==> config.mk <==
export PLATFORM = sky130hd
export DESIGN_NAME = block_quant_dequantizer
export DESIGN_NICKNAME = d
export VERILOG_FILES = /design/src/hdl/bqd_pkg.sv /design/src/hdl/bqd_mult.sv /design/src/hdl/block_quant_dequantizer.sv
export SDC_FILE = /design/constraint.sdc
export NUM_CORES = 1
export LEC_CHECK = 0
export ABC_CLOCK_PERIOD_IN_PS = 11200
export BUFFER_PORTS_ARGS = -buffer_cell sky130_fd_sc_hd__buf_4
export CORE_MARGIN = 8
export CORE_UTILIZATION = 56
export CTS_BUF_LIST = sky130_fd_sc_hd__clkbuf_2
export CTS_CLUSTER_DIAMETER = 150
export CTS_CLUSTER_SIZE = 10
export DETAILED_ROUTE_END_ITERATION = 16
export GPL_ROUTABILITY_DRIVEN = 0
export HOLD_SLACK_MARGIN = 0.1
export PLACE_DENSITY_LB_ADDON = 0.12
export SLEW_MARGIN = 5
export SYNTH_ARGS = -nofsm -noshare
export SYNTH_HDL_FRONTEND = slang
export SYNTH_SLANG_ARGS = --single-unit
==> constraint.sdc <==
create_clock -name clk -period 11.2 [get_ports clk]
set_input_delay 0.56 -clock clk [delete_from_list [all_inputs] [get_ports clk]]
set_output_delay 0.56 -clock clk [all_outputs]
set_load 0.03 [all_outputs]
==> src/hdl/bqd_pkg.sv <==
`timescale 1ns / 1ps
`default_nettype none

package bqd_pkg;

    localparam logic [5:0] Q4_BLOCK_BYTES = 6'd18;
    localparam logic [5:0] Q8_BLOCK_BYTES = 6'd34;
    localparam logic       FMT_Q4_0       = 1'b0;
    localparam logic       FMT_Q8_0       = 1'b1;
    localparam logic [31:0] DEFAULT_NAN   = 32'hFFC0_0000;

    typedef struct packed {
        logic [31:0] value_bits;
        logic [4:0]  element_index;
        logic        run_last;
        logic        block_last;
    } result_t;

endpackage

`default_nettype wire

==> src/hdl/bqd_mult.sv <==
`timescale 1ns / 1ps
`default_nettype none

module bqd_mult
(
    input  wire logic [15:0] scale_half,
    input  wire logic [7:0]  q,
    output logic      [31:0] value_bits
);
    import bqd_pkg::*;

    logic        hs;
    logic [4:0]  ex;
    logic [9:0]  fr;
    logic        qneg;
    logic [7:0]  mag;
    logic        sign;
    logic [10:0] m;
    logic [17:0] prod;
    logic [4:0]  p;
    logic [8:0]  biased;
    logic [40:0] shifted;

    always_comb
    begin
        hs      = scale_half[15];
        ex      = scale_half[14:10];
        fr      = scale_half[9:0];
        qneg    = q[7];
        mag     = qneg ? (8'd0 - q) : q;
        sign    = hs ^ qneg;
        m       = (ex != 5'd0) ? {1'b1, fr} : {1'b0, fr};
        prod    = {7'd0, m} * {10'd0, mag};
        p       = 5'd0;
        for (int i = 0; i < 18; i++)
        begin
            if (prod[i])
            begin
                p = 5'(i);
            end
        end
        biased  = 9'(({4'd0, p} + ((ex != 5'd0) ? {4'd0, ex} : 9'd1)) + 9'd102);
        shifted = {23'd0, prod} << (5'd23 - p);
        if (ex == 5'h1F)
        begin
            if (fr != 10'd0)
            begin
                value_bits = {hs, 8'hFF, 1'b1, fr[8:0], 13'd0};
            end
            else if (mag == 8'd0)
            begin
                value_bits = DEFAULT_NAN;
            end
            else
            begin
                value_bits = {sign, 8'hFF, 23'd0};
            end
        end
        else if (mag == 8'd0 || (ex == 5'd0 && fr == 10'd0))
        begin
            value_bits = {sign, 31'd0};
        end
        else
        begin
            value_bits = {sign, biased[7:0], shifted[22:0]};
        end
    end

endmodule

`default_nettype wire

==> src/hdl/block_quant_dequantizer.sv <==
`timescale 1ns / 1ps
`default_nettype none

// Block dequantizer for 32-element Q4_0 / Q8_0 blocks.
// Input stream s_axis: one raw byte per transaction, two scale bytes
// (little-endian half float) first, then the payload bytes of the block.
// Output stream m_axis: one float32 element per transaction with its index,
// tlast on the last element produced by a byte and tuser set on index 31.
// A Q8_0 payload byte gives one result, a Q4_0 byte gives two (low nibble
// element, then high nibble element), so a Q4_0 byte holds off the next
// byte until its second element is taken; the single output register sets this.
// The result is registered and is valid in the cycle after the input transaction.
// The input is taken whenever the output register is empty or being
// emptied by its last pending element; a stalled receiver holds all.
// Writing cfg_wdata with cfg_we loads the format and restarts block alignment
// at byte 0; the scale is kept. Reset clears the position, scale and format to zero.
module block_quant_dequantizer
(
    input  wire logic        clk,
    input  wire logic        rst_n,
    input  wire logic        cfg_we,
    input  wire logic        cfg_wdata,
    input  wire logic        s_axis_tvalid,
    output logic             s_axis_tready,
    input  wire logic [7:0]  s_axis_tdata,   // data_byte
    output logic             m_axis_tvalid,
    input  wire logic        m_axis_tready,
    output logic [39:0]      m_axis_tdata,   // value_bits, element_index, 3 zero bits
    output logic             m_axis_tlast,   // run_last
    output logic             m_axis_tuser    // block_last
);
    import bqd_pkg::*;

    logic        fmt_reg;
    logic [5:0]  pos_reg, pos_next, pos_cur, len;
    logic [15:0] scale_reg, scale_next;
    logic        valid_reg, pend_reg;
    logic [15:0] oscale_reg;
    logic [7:0]  q_reg, q2_reg;
    logic [4:0]  idx_reg;
    logic        blast_reg;
    logic        in_acc, out_acc, emits, is_q8;
    logic [7:0]  q_sel;
    logic [31:0] value;

    assign len    = fmt_reg ? Q8_BLOCK_BYTES : Q4_BLOCK_BYTES;
    assign pos_cur = (pos_reg >= len) ? 6'd0 : pos_reg;
    assign is_q8  = (fmt_reg == FMT_Q8_0);
    assign out_acc = m_axis_tvalid && m_axis_tready;
    assign s_axis_tready = !valid_reg || (out_acc && !pend_reg);
    assign in_acc = s_axis_tvalid && s_axis_tready;
    assign emits  = (pos_cur >= 6'd2);

    always_comb
    begin
        scale_next = scale_reg;
        if (pos_cur == 6'd0)
        begin
            scale_next[7:0] = s_axis_tdata;
        end
        else if (pos_cur == 6'd1)
        begin
            scale_next[15:8] = s_axis_tdata;
        end
        pos_next = ((pos_cur + 6'd1) >= len) ? 6'd0 : pos_cur + 6'd1;
    end

    always_ff @(posedge clk or negedge rst_n)
    begin
        if (!rst_n)
        begin
            fmt_reg   <= FMT_Q4_0;
            pos_reg   <= 6'd0;
            scale_reg <= 16'd0;
            valid_reg <= 1'b0;
            pend_reg  <= 1'b0;
        end
        else
        begin
            if (cfg_we)
            begin
                fmt_reg <= cfg_wdata;
                pos_reg <= 6'd0;
            end
            else if (in_acc)
            begin
                pos_reg <= pos_next;
            end
            if (in_acc)
            begin
                scale_reg <= scale_next;
            end
            if (in_acc)
            begin
                valid_reg <= emits;
                pend_reg  <= emits && !is_q8;
            end
            else if (out_acc)
            begin
                valid_reg <= pend_reg;
                pend_reg  <= 1'b0;
            end
        end
    end

    always_ff @(posedge clk)
    begin
        if (in_acc)
        begin
            oscale_reg <= scale_reg;
            idx_reg    <= 5'(pos_cur - 6'd2);
            blast_reg  <= is_q8 ? (pos_cur == 6'd33) : 1'b0;
            if (is_q8)
            begin
                q_reg <= s_axis_tdata;
            end
            else
            begin
                q_reg  <= {4'd0, s_axis_tdata[3:0]} - 8'd8;
                q2_reg <= {4'd0, s_axis_tdata[7:4]} - 8'd8;
            end
        end
        else if (out_acc && pend_reg)
        begin
            q_reg     <= q2_reg;
            idx_reg   <= idx_reg + 5'd16;
            blast_reg <= (idx_reg == 5'd15);
        end
    end

    assign q_sel = q_reg;

    bqd_mult u_mult
    (
        .scale_half (oscale_reg),
        .q          (q_sel),
        .value_bits (value)
    );

    assign m_axis_tvalid = valid_reg;
    assign m_axis_tdata  = {3'd0, idx_reg, value};
    assign m_axis_tlast  = !pend_reg;
    assign m_axis_tuser  = blast_reg;

    a_pend_valid: assert property (@(posedge clk) disable iff (!rst_n)
        pend_reg |-> valid_reg) else $error("pending without valid");
    a_no_take_pend: assert property (@(posedge clk) disable iff (!rst_n)
        pend_reg |-> !s_axis_tready) else $error("input taken while pending");
    a_block_idx: assert property (@(posedge clk) disable iff (!rst_n)
        (valid_reg && blast_reg) |-> (idx_reg == 5'd31)) else $error("block_last index");

endmodule

`default_nettype wire
Word-level counts from Yosys, hierarchy flattened
Index checks and enable logic that the tools add are counted.
- bits in registers: 63
- input bits: 14
- output and inout bits: 44
- add/sub/neg operators: 9
- $mul: 1
- magnitude comparators: 3
- equal/unequal tests: 4
- shifts and indexed selects: 1
- muxes and demuxes: 41
- bitwise gates (word level): 3
- reductions and logical operators: 23
- operator list (operator ; number):
    $mux 32 ; 3
    $mux 4 ; 8
    $mux 8 ; 4
    $mux 31 ; 1
    $mux 6 ; 5
    $mux 5 ; 5
    $shl 18x5->23 ; 1
    $mul 11x8->18 ; 1
    $ge 6x6->1 ; 2
    $mux 3 ; 4
    $mux 11 ; 1
    $logic_not 10->1 ; 1
    $reduce_bool 10->1 ; 1
    $sub 4x4->5 const B ; 2
    $add 5x8->8 ; 1
    $add 8x7->8 const B ; 1
    $logic_not 8->1 ; 1
    $mux 1 ; 8
    $sub 1x8->8 const A ; 1
    $add 6x1->6 const B ; 1
    $eq 6x1->1 const B ; 1
    $eq 6x6->1 const B ; 1
    $ge 6x2->1 const B ; 1
    $logic_and 1x1->1 ; 6
    16 further kinds ; 24

Depth between registers and ports, before layout
Gate-level depths: netlist of the first run.
- depth after elaboration: 24
- mapped depth: 36
- mapped depth without buffers: 32

Cells and area by module
A second synthesis of the first run with hierarchy kept.
- cell total of the unflattened synthesis: 843
- area, all modules: 7537.2 µm²
- by module, submodules not included (module ; times used ; cells an instance ; area an instance (µm²) ; sequential area each (µm²)):
    bqd_mult ; 1 ; 642 ; 4880.9 ; 0.0
    block_quant_dequantizer ; 1 ; 201 ; 2656.3 ; 1646.6

Worst setup path before layout of the first run
Ideal clock, no wire load.
- path type: reg-to-output
- from: reg q_reg[0]
- to: out m_axis_tdata[28]
- arrival: 8.271 ns
- path slack: 2.369 ns
- cell stages (with the launch flop): 35
- path buffers: 3
- cell sequence: edfxtp_1 > clkbuf_1 > inv_1 > ha_1 > nand2b_1 > o41ai_1 > xnor2_1 > clkbuf_1 > nand2_1 > fa_1 > fa_1 > inv_1 > fa_1 > inv_1 > fa_1 > inv_1 > ha_1 > a21o_1 > a221o_1 > a2111oi_0 > nor3_1 > xnor2_1 > o22a_1 > nor2_2 > inv_2 > buf_2 > ha_1 > inv_1 > ha_1 > fa_1 > a21oi_1 > nor2_1 > nor3_1 > nor2_1 > o21ai_0
- longest elaborated chain between the ends: 24
- elaborated cells on any way between the ends: 26
- classes of those cells: add/sub (3); mul (1); mux (20); reduce/logical (2)
- RTL lines (what ; RTL line ; source):
    from (decl) ; block_quant_dequantizer.sv:39 ; logic [7:0] q_reg, q2_reg;
    from (signal assigned) ; block_quant_dequantizer.sv:115 ; q_reg <= s_axis_tdata;
    from (signal assigned) ; block_quant_dequantizer.sv:119 ; q_reg <= {4'd0, s_axis_tdata[3:0]} - 8'd8;
    from (signal assigned) ; block_quant_dequantizer.sv:125 ; q_reg <= q2_reg;
    $sub 1x8->8 ; bqd_mult.sv:30 ; mag = qneg ? (8'd0 - q) : q;
    $mux 8 (*) ; bqd_mult.sv:30 ;
    $mul 11x8->18 ; bqd_mult.sv:33 ; prod = {7'd0, m} * {10'd0, mag};
    $mux 1 ; bqd_mult.sv:37 ; if (prod[i])
    $mux 2 (2 in series) ; bqd_mult.sv:37 ;
    $mux 3 (4 in series) ; bqd_mult.sv:37 ;
    $mux 4 (8 in series) ; bqd_mult.sv:37 ;
    $mux 5 (2 in series) ; bqd_mult.sv:37 ;
    $add 5x8->8 ; bqd_mult.sv:42 ; biased = 9'(({4'd0, p} + ((ex != 5'd0) ? {4'd0, ex} : 9'd1)) + 9'd102);
    $add 8x7->8 ; bqd_mult.sv:42 ;
    $mux 31 (*) ; bqd_mult.sv:59 ; else if (mag == 8'd0 || (ex == 5'd0 && fr == 10'd0))
    $mux 32 (*) ; bqd_mult.sv:44 ; if (ex == 5'h1F)
    to (decl) ; block_quant_dequantizer.sv:28 ; output logic [39:0] m_axis_tdata,
Mark *: on every way between the ends. The rest lies on a longest branch, timed or not.

Final worst setup path of the first run
Same ends and word-level chain as after synthesis.

==> results of run 1 <==
==> per-layer routing <==
layer	up-vias	global-route usage	wire, um
met1	3101	0.251	7660
met4	0	0.0964	696
met3	73	0.0286	1020
met5	-	0	0
met2	275	0.394	9600
li1	2976	-	-
==> cell usage after synthesis, drive strengths merged (4+ instances only) <==
cell / instances / area (sq um)
nand3: 17 / 85.1
nor2: 47 / 179
a22o: 6 / 52.6
a31oi: 5 / 31.3
nand2: 73 / 274
clkbuf: 25 / 93.8
nor3: 15 / 75.1
a2bb2oi: 4 / 35.0
xnor2: 20 / 175
dfrtp: 25 / 626
a211o: 4 / 35.0
or3: 4 / 25.0
nor4: 6 / 43.8
edfxtp: 34 / 1020
inv: 107 / 404
or2: 5 / 31.3
ha: 58 / 726
a21oi: 36 / 191
or4: 4 / 30.0
a211oi: 12 / 95.1
o211ai: 7 / 52.6
and3: 11 / 68.8
a21o: 13 / 97.6
o31ai: 7 / 57.6
o21a: 4 / 30.0
and2: 36 / 228
nand2b: 10 / 62.6
nor2b: 30 / 188
a22oi: 4 / 30.0
mux2: 16 / 180
o22ai: 4 / 25.0
o21ai: 50 / 250
fa: 55 / 1100
buf: 17 / 105
xor2: 15 / 139
mux2i: 13 / 130
nand4: 4 / 25.0
==> worst max-delay path by stage <==
stage	start	endpoint
3_3_place_gp	q_reg[0]	m_axis_tdata[28]
4_1_cts	q_reg[0]	m_axis_tdata[28]
5_1_grt	q_reg[0]	m_axis_tdata[28]
2_1_floorplan	q_reg[0]	m_axis_tdata[28]
3_5_place_dp	q_reg[0]	m_axis_tdata[28]
6_report	q_reg[0]	m_axis_tdata[28]
==> kinds of logic after synthesis <==
family,share of synthesized area
and+or+nand+nor,0.186
buffers and inverters,0.0816
AOI/OAI and AO/OA,0.175
adders and majority gates,0.246
other,0.000504
muxes,0.0447
xor gates and xnor gates,0.0452
DFF,0.221
==> worst register-to-register path: cells and delay by family (launching register included) <==
| kind | cells | cell delay (ns) |
|---|---|---|
| AO/OA/AOI/OAI | 6 | 1.62 |
| XOR/XNOR | 1 | 0.16 |
| adder cells (fa/ha/maj) | 2 | 0.53 |
| buffers and inverters | 2 | 0.43 |
| flip-flops | 1 | 0.52 |
| AND/OR/NAND/NOR | 5 | 1.04 |
==> layout make-up <==
class	count	area [sq um]	share of cell area
Sequential cell	59	1650	0.205
Timing Repair Buffer	58	438	0.0545
Clock buffer	10	50.0	0.00622
Clock inverter	6	56.3	0.00700
Tap cell	176	220	0.0274
Inverter	108	408	0.0507
Multi-Input combinational cell	646	5220	0.649
==> cell usage in the layout, fill, tap and decap left out, drive strengths merged, types with 30 or more instances in the layout <==
cell,n
and2,36
a21oi,36
nor2b,30
buf,57
ha,58
inv,107
nor2,47
nand2,73
o21ai,50
fa,55
edfxtp,34
==> through the flow <==
stage               area (sq um)   util  std cells
floorplan                   7470      -        855
global placement            7920  0.605       1046
detailed placement          7920  0.605       1046
CTS                         8040  0.614       1063
global route                8040  0.614       1063
finish                      8040  0.614       1063
==> repair_timing <==
item | CTS | global route
endpoints found under the hold margin | 25 | 0
gates resized for setup | 0 | 1
hold buffers | 1 | 0
endpoints found under the setup margin | 0 | 2
==> qor.csv, run 1 <==
metric,value,unit
routed vias,6425,
final worst setup slack,0.768,ns
CP Class,reg -> out,
worst min-delay path startpoint,s_axis_tdata[6],
Final TNS setup,0,ns
CP required,10.64,ns
gr usage total,0.218,
CTS Buf Count,9,
sequential-to-total area share from yosys stat,0.221,
Ant. Diodes,0,
vias in the first global route,6643,
CP Depth,33,
asr flop ratio synth,0.424,
Die X,131,um
Crit path top cell by count,inv_1,
status,completed,
antenna violations before repair,0,
"Slew Viols, Final",0,
pre-CTS setup slack,1.21,ns
Core Rows,42,
syn_area_per_cell,8.78,sq um
Nets,1009,
die height,131,um
synth warn,0,
Post-Syn Instances,847,
number of I/O port buffers,48,
clock skew,0.0285,ns
First-pass DRT Iterations,5,
Vias/cell,6.04,
wire length per cell,17.8,um
Startpoint Class,register,
hold slack,0.290,ns
Worst Reg2Reg Path Length in Cells,16,
global route total overflow,0,
slew margin rel.,0.273,
Initial Util,0.569,
R2R Path Start,pos_reg[3],
CP Max Fanout,15,
worst flop-to-flop path endpoint,pos_reg[2],
Tightest Pin Transition,1.09,ns
Boundary Pins,58,
WHS Path Cells,1,
Tmin final,10.43,ns
share of post-route cells with drive strength above 1,0.118,
number of max-cap violations,0,
# DRC,0,
CTS tree,built,
clk_lat worst skew,0.48,ns
CTS root buf,clkbuf_2,
CP top delay family,adder cells,
"Setup Fix Bufs, Post-CTS",0,
synthesized flop and latch total,59,
die area,0.0172,sq mm
H-tree levels,3,
"EDFF count, synth",34,
final setup fails,0,
DRT iter0 DRCs,636,
Clock Tree Buf Depth,2,
Mapped Area,0.00744,sq mm
first-pass GRT wire length,31500,um
period utilization,0.931,
Synth Flop Type,edfxtp_1,
largest net degree at the start of global routing,32,
Buf/Inv on CP,8,
Final Hold Vio Count,0,
fill cell count,1143,
core area,0.0131,sq mm
highest clock rate,0.0959,GHz
Critical Path Sink Type,output port,
flop2flop setup slack,6.86,ns
Final HPWL DP,15200,um
Area Growth Syn to Fin,8.05,%
"Reg clk slew, reported paths",0.15,ns
synth unique cells,80,
Hold Path End,q2_reg[2],
Arrival @ worst endpoint,9.87,ns
Antenna Nets Post-Route,0,
HP Class,in -> reg,
Slowest cell on crit path,xor2_1,
routed wire length,19000,um
clk sinks,59,
unrepaired setup endpoints after global routing,false,
crit-path max cell delay,0.75,ns
Power of run 1 is not shown: default switching activity piles up to over one toggle a cycle in this logic, so the estimate is an artifact.
==> run 2: changes to the inputs <==
- CORE_UTILIZATION: 56 -> 64
==> run 2 against run 1 <==
Net effect:
- via count grew 1.0%
- register-to-register slack gained 0.04 ns
- critical path depth shrank 1
- die area shrank 11%
- hold slack lost 0.012 ns
- final cell count shrank 3.3%
- utilization grew 8.6 points
- sequential share of layout area grew 0.20 points
- fmax shrank 0.71%
- design area shrank 0.98%
- sequential cell count is the same
- clock skew shrank 0.0027 ns
==> qor.csv, run 2 (synthesis results as in run 1) <==
metric,value,unit,change
CTS Buf Count,9,,unchanged
CP required,10.64,ns,about the same
fill cell count,918,,-20%
CTS tree,built,,
Initial Util,0.654,,+0.0858
clk_lat worst skew,0.47,ns,about the same
"Reg clk slew, reported paths",0.16,ns,about the same
Boundary Pins,58,,unchanged
worst setup path endpoint,m_axis_tdata[28],,
gr usage total,0.250,,+0.0323
routed wire length,18800,um,-1.2%
Clock Tree Buf Depth,2,,unchanged
First-pass DRT Iterations,6,,+1
Vias/cell,6.31,,+4.5%
R2R Path Start,pos_reg[3],,
wire length per cell,18.2,um,+2.2%
CTS root buf,clkbuf_2,,
highest clock rate,0.0952,GHz,-0.71%
number of max-cap violations,0,,unchanged
Crit path top cell by count,inv_1,,
Ant. Diodes,0,,unchanged
Tmin final,10.51,ns,+0.0744 ns
Tightest Pin Transition,1.07,ns,-0.0205 ns
Arrival @ worst endpoint,9.95,ns,+0.08 ns
final setup fails,0,,unchanged
Area Growth Syn to Fin,7.00,%,
unrepaired setup endpoints after global routing,false,,
Nets,1007,,-0.20%
global route total overflow,0,,unchanged
Final TNS setup,0,ns,unchanged
Startpoint Class,register,,
Antenna Nets Post-Route,0,,unchanged
H-tree levels,3,,unchanged
die area,0.0153,sq mm,-11%
number of I/O port buffers,48,,unchanged
core area,0.0114,sq mm,-13%
Final HPWL DP,14900,um,-1.6%
flop2flop setup slack,6.90,ns,+0.04 ns
clock skew,0.0258,ns,-0.00272 ns
crit-path max cell delay,0.76,ns,about the same
slew margin rel.,0.287,,+0.0137
die height,124,um,-5.7%
hold slack,0.277,ns,-0.0121 ns
CP Max Fanout,14,,-1
# DRC,0,,unchanged
antenna violations before repair,0,,unchanged
clk sinks,59,,unchanged
first-pass GRT wire length,30600,um,-2.8%
vias in the first global route,6514,,-1.9%
HP Class,in -> reg,,
largest net degree at the start of global routing,32,,unchanged
Finished Cell Area,0.00796,sq mm,-0.98%
share of post-route cells with drive strength above 1,0.120,,+0.00140
CP Class,reg -> out,,
"commonest cells after routing, fill and taps aside","inv_1 (104), nand2_1 (73), ha_1 (58)",,
Worst Reg2Reg Path Length in Cells,16,,unchanged
Die X,124,um,-5.7%
CP Launch Point,q_reg[0],,
period utilization,0.938,,+0.00664
"most common cell after layout, fill and taps aside",inv_1,,
status,completed,,
worst flop-to-flop path endpoint,pos_reg[2],,
DRT iter0 DRCs,671,,+5.5%
routed vias,6491,,+1.0%
dpl cell area,0.00786,sq mm,-0.71%
Slowest cell on crit path,xor2_1,,
Final Hold Vio Count,0,,unchanged
Critical Path Sink Type,output port,,
Core Rows,39,,-7.1%
"Slew Viols, Final",0,,unchanged
==> run 2: cell types whose count changed in the layout (fill, tap and decap cells not counted), sizes merged <==
cell	change
bufinv	-1
clkbuf	+1
clkinvlp	-1
buf	-2
inv	+1
==> run 2: critical path, delay by kind of cell (launching register included) <==
kind	cells	cell delay, ns
adder cells (fa/ha/maj)	8	3.45
AO/OA/AOI/OAI	8	2.19
AND/OR/NAND/NOR	6	1.33
buffers and inverters	8	0.84
XOR/XNOR	1	0.76
flip-flops	1	0.61
multiplexers	1	0.28
==> run 2: per-layer routing <==
layer  up-vias  share of wire  global-route usage
met5         -              0                   0
met2       318           0.51               0.440
met3        73          0.072              0.0453
li1       2978              -                   -
met4         0          0.038               0.121
met1      3122           0.38               0.288
==> run 2: worst min path at each step <==
stage,cells after the start,from,endpoint
2_1_floorplan,0,rst_n,fmt_reg
3_3_place_gp,0,scale_reg[0],oscale_reg[0]
3_5_place_dp,0,scale_reg[0],oscale_reg[0]
4_1_cts,3,cfg_wdata,fmt_reg
5_1_grt,3,cfg_wdata,fmt_reg
6_report,3,cfg_wdata,fmt_reg
==> run 2: cell type report <==
class	count	area (sq um)	share of cell area
Multi-Input combinational cell	646	5220	0.656
Sequential cell	59	1650	0.207
Timing Repair Buffer	56	423	0.0531
Inverter	108	408	0.0512
Tap cell	143	179	0.0225
Clock buffer	11	55.1	0.00691
Clock inverter	5	28.8	0.00361
==> run 2: what timing repair did <==
item | 4_1_cts | 5_1_grt
hold buffers | 1 | 0
resized for setup | 0 | 1
endpoints found under the setup margin | 0 | 3
endpoints found under the hold margin | 25 | 0
buffers inserted | 0 | 0
==> run 2: stage by stage <==
stage           util  setup slack (ns)  std cells
3_5_place_dp   0.692              1.16       1011
2_1_floorplan      -              2.37        855
6_report       0.700             0.693       1028
4_1_cts        0.700             0.609       1028
3_3_place_gp   0.692              1.69       1011
5_1_grt        0.700             0.137       1028
Power of run 2 is left out for the same reason.
==> run 3: changes to the inputs <==
- GPL_TIMING_DRIVEN: default -> 0
==> run 3 against run 2 <==
Net effect:
- routed wire length increased by 3.8%
- design area increased by 2.8%
- fmax down 1.2%
- clock skew rose by 0.0028 ns
- non-clock buffer count up 36
- utilization grew 1.9 points
- global-route usage up 1.3 points
- via count is 1.9% higher
- critical endpoint unchanged
- sequential cell count unchanged
- register-to-register slack worse by 0.55 ns
==> qor.csv, run 3 (synthesis results as in run 1) <==
metric,value,unit,change
period utilization,0.949,,+0.0113
crit-path max cell delay,0.59,ns,-0.17 ns
worst flop-to-flop path endpoint,pos_reg[2],,
CP Launch Point,q_reg[0],,
CTS tree,built,,
vias in the first global route,6777,,+4.0%
Initial Util,0.654,,unchanged
Hold Path End,q2_reg[2],,
status,completed,,
Final Hold Vio Count,0,,unchanged
Worst Reg2Reg Path Length in Cells,17,,+1
Area Growth Syn to Fin,9.97,%,
core area,0.0114,sq mm,unchanged
CP Class,reg -> out,,
clock skew,0.0286,ns,+0.00279 ns
Tightest Pin Transition,1.31,ns,+0.237 ns
HP Class,in -> reg,,
fill cell count,880,,-4.1%
"non-filler cells, final",1064,,+3.5%
worst min-delay path startpoint,s_axis_tdata[6],,
# DRC,0,,unchanged
"most common cell after layout, fill and taps aside",inv_1,,
placed insts,1047,,+3.6%
Nets,1043,,+3.6%
Startpoint Class,register,,
Antenna Nets Post-Route,0,,unchanged
share of post-route cells with drive strength above 1,0.122,,+0.00183
"Slew Viols, Final",0,,unchanged
global route total overflow,0,,unchanged
routed vias,6612,,+1.9%
antenna violations before repair,0,,unchanged
Critical Path Sink Type,output port,,
Die X,124,um,unchanged
Final TNS setup,0,ns,unchanged
CP required,10.64,ns,about the same
"Setup Fix Bufs, Post-CTS",0,,unchanged
Final Util,0.720,,+0.0195
die height,124,um,unchanged
hold slack,0.288,ns,+0.0106 ns
"commonest cells after routing, fill and taps aside","inv_1 (104), nand2_1 (73), ha_1 (58)",,
R2R Path Start,fmt_reg,,
CTS Buf Count,9,,unchanged
highest clock rate,0.0940,GHz,-1.2%
wire length per cell,18.3,um,+0.30%
Tmin final,10.63,ns,+0.127 ns
slew margin rel.,0.128,,-0.159
CP Max Fanout,10,,-4
Clock Tree Buf Depth,2,,unchanged
Core Rows,39,,unchanged
routed wire length,19500,um,+3.8%
WHS Path Cells,1,,-2
Vias/cell,6.21,,-1.6%
CTS root buf,clkbuf_2,,
Boundary Pins,58,,unchanged
unrepaired setup endpoints after global routing,false,,
first-pass GRT wire length,32300,um,+5.5%
First-pass DRT Iterations,7,,+1
number of I/O port buffers,48,,unchanged
H-tree levels,3,,unchanged
Final HPWL DP,15300,um,+2.4%
clk_lat worst skew,0.47,ns,about the same
Crit path top cell by count,inv_1,,
largest net degree at the start of global routing,30,,-6.3%
Arrival @ worst endpoint,10.07,ns,+0.12 ns
die area,0.0153,sq mm,unchanged
number of max-cap violations,0,,unchanged
flop2flop setup slack,6.35,ns,-0.55 ns
DRT iter0 DRCs,727,,+8.3%
"Reg clk slew, reported paths",0.17,ns,about the same
clk sinks,59,,unchanged
Slowest cell on crit path,edfxtp_1,,
gr usage total,0.263,,+0.0132
final setup fails,0,,unchanged
Ant. Diodes,0,,unchanged
[run 3: changes by cell type in the layout (fill, tap and decap cells not counted), moves of 2 or more]
cell       before  now
clkinv_1        1    4
clkbuf_1        0   24
buf_2           0    6
clkinv_2        3    1
bufinv_16       0    3
buf_4          55   57
buf_1           0    3
[run 3: per-stage QoR]
stage / worst slack, ns / cell area (sq um)
after floorplan: 2.37 / 7470
after global placement: 1.25 / 8010
after detailed placement: 1.07 / 8020
after CTS: 0.497 / 8180
after global routing: 0.0119 / 8180
final: 0.567 / 8180
[run 3: what timing repair did]
item,CTS,global route
endpoints found under the setup margin,0,3
endpoints found under the hold margin,25,0
gates resized for setup,0,1
hold buffers,1,0
[run 3: worst max-delay path, delay by kind of cell (launching register included)]
family	cells	cell delay, ns
flops	1	0.59
buf+inv	11	1.99
compound gates	7	2.04
simple gates	7	0.96
fa+ha+maj	9	3.54
xor+xnor	2	0.48
[run 3: worst max path at each step]
stage                     depth (start not counted)  slack, ns               end
after detailed placement                         34       1.07  m_axis_tdata[28]
after CTS                                        34       0.50  m_axis_tdata[28]
final                                            36       0.57  m_axis_tdata[28]
after global placement                           34       1.25  m_axis_tdata[28]
after global routing                             34       0.01  m_axis_tdata[28]
after floorplan                                  34       2.37  m_axis_tdata[28]
[run 3: area by class of cell]
class / count / area [sq um] / share of cell area
Timing Repair Buffer: 50 / 374 / 0.0457
Tap cell: 143 / 179 / 0.0219
Clock inverter: 7 / 106 / 0.0130
Buffer: 42 / 200 / 0.0245
Clock buffer: 9 / 45.0 / 0.00550
Multi-Input combinational cell: 646 / 5220 / 0.638
Sequential cell: 59 / 1650 / 0.201
Inverter: 108 / 408 / 0.0498
[run 3: per-layer routing]
layer / global-route usage / wire [um] / up-vias
met3: 0.0435 / 1440 / 79
li1: - / - / 3055
met2: 0.467 / 10000 / 318
met1: 0.306 / 7270 / 3160
met5: 0 / 0 / -
met4: 0.118 / 751 / 0
Power of run 3 is left out for the same reason.
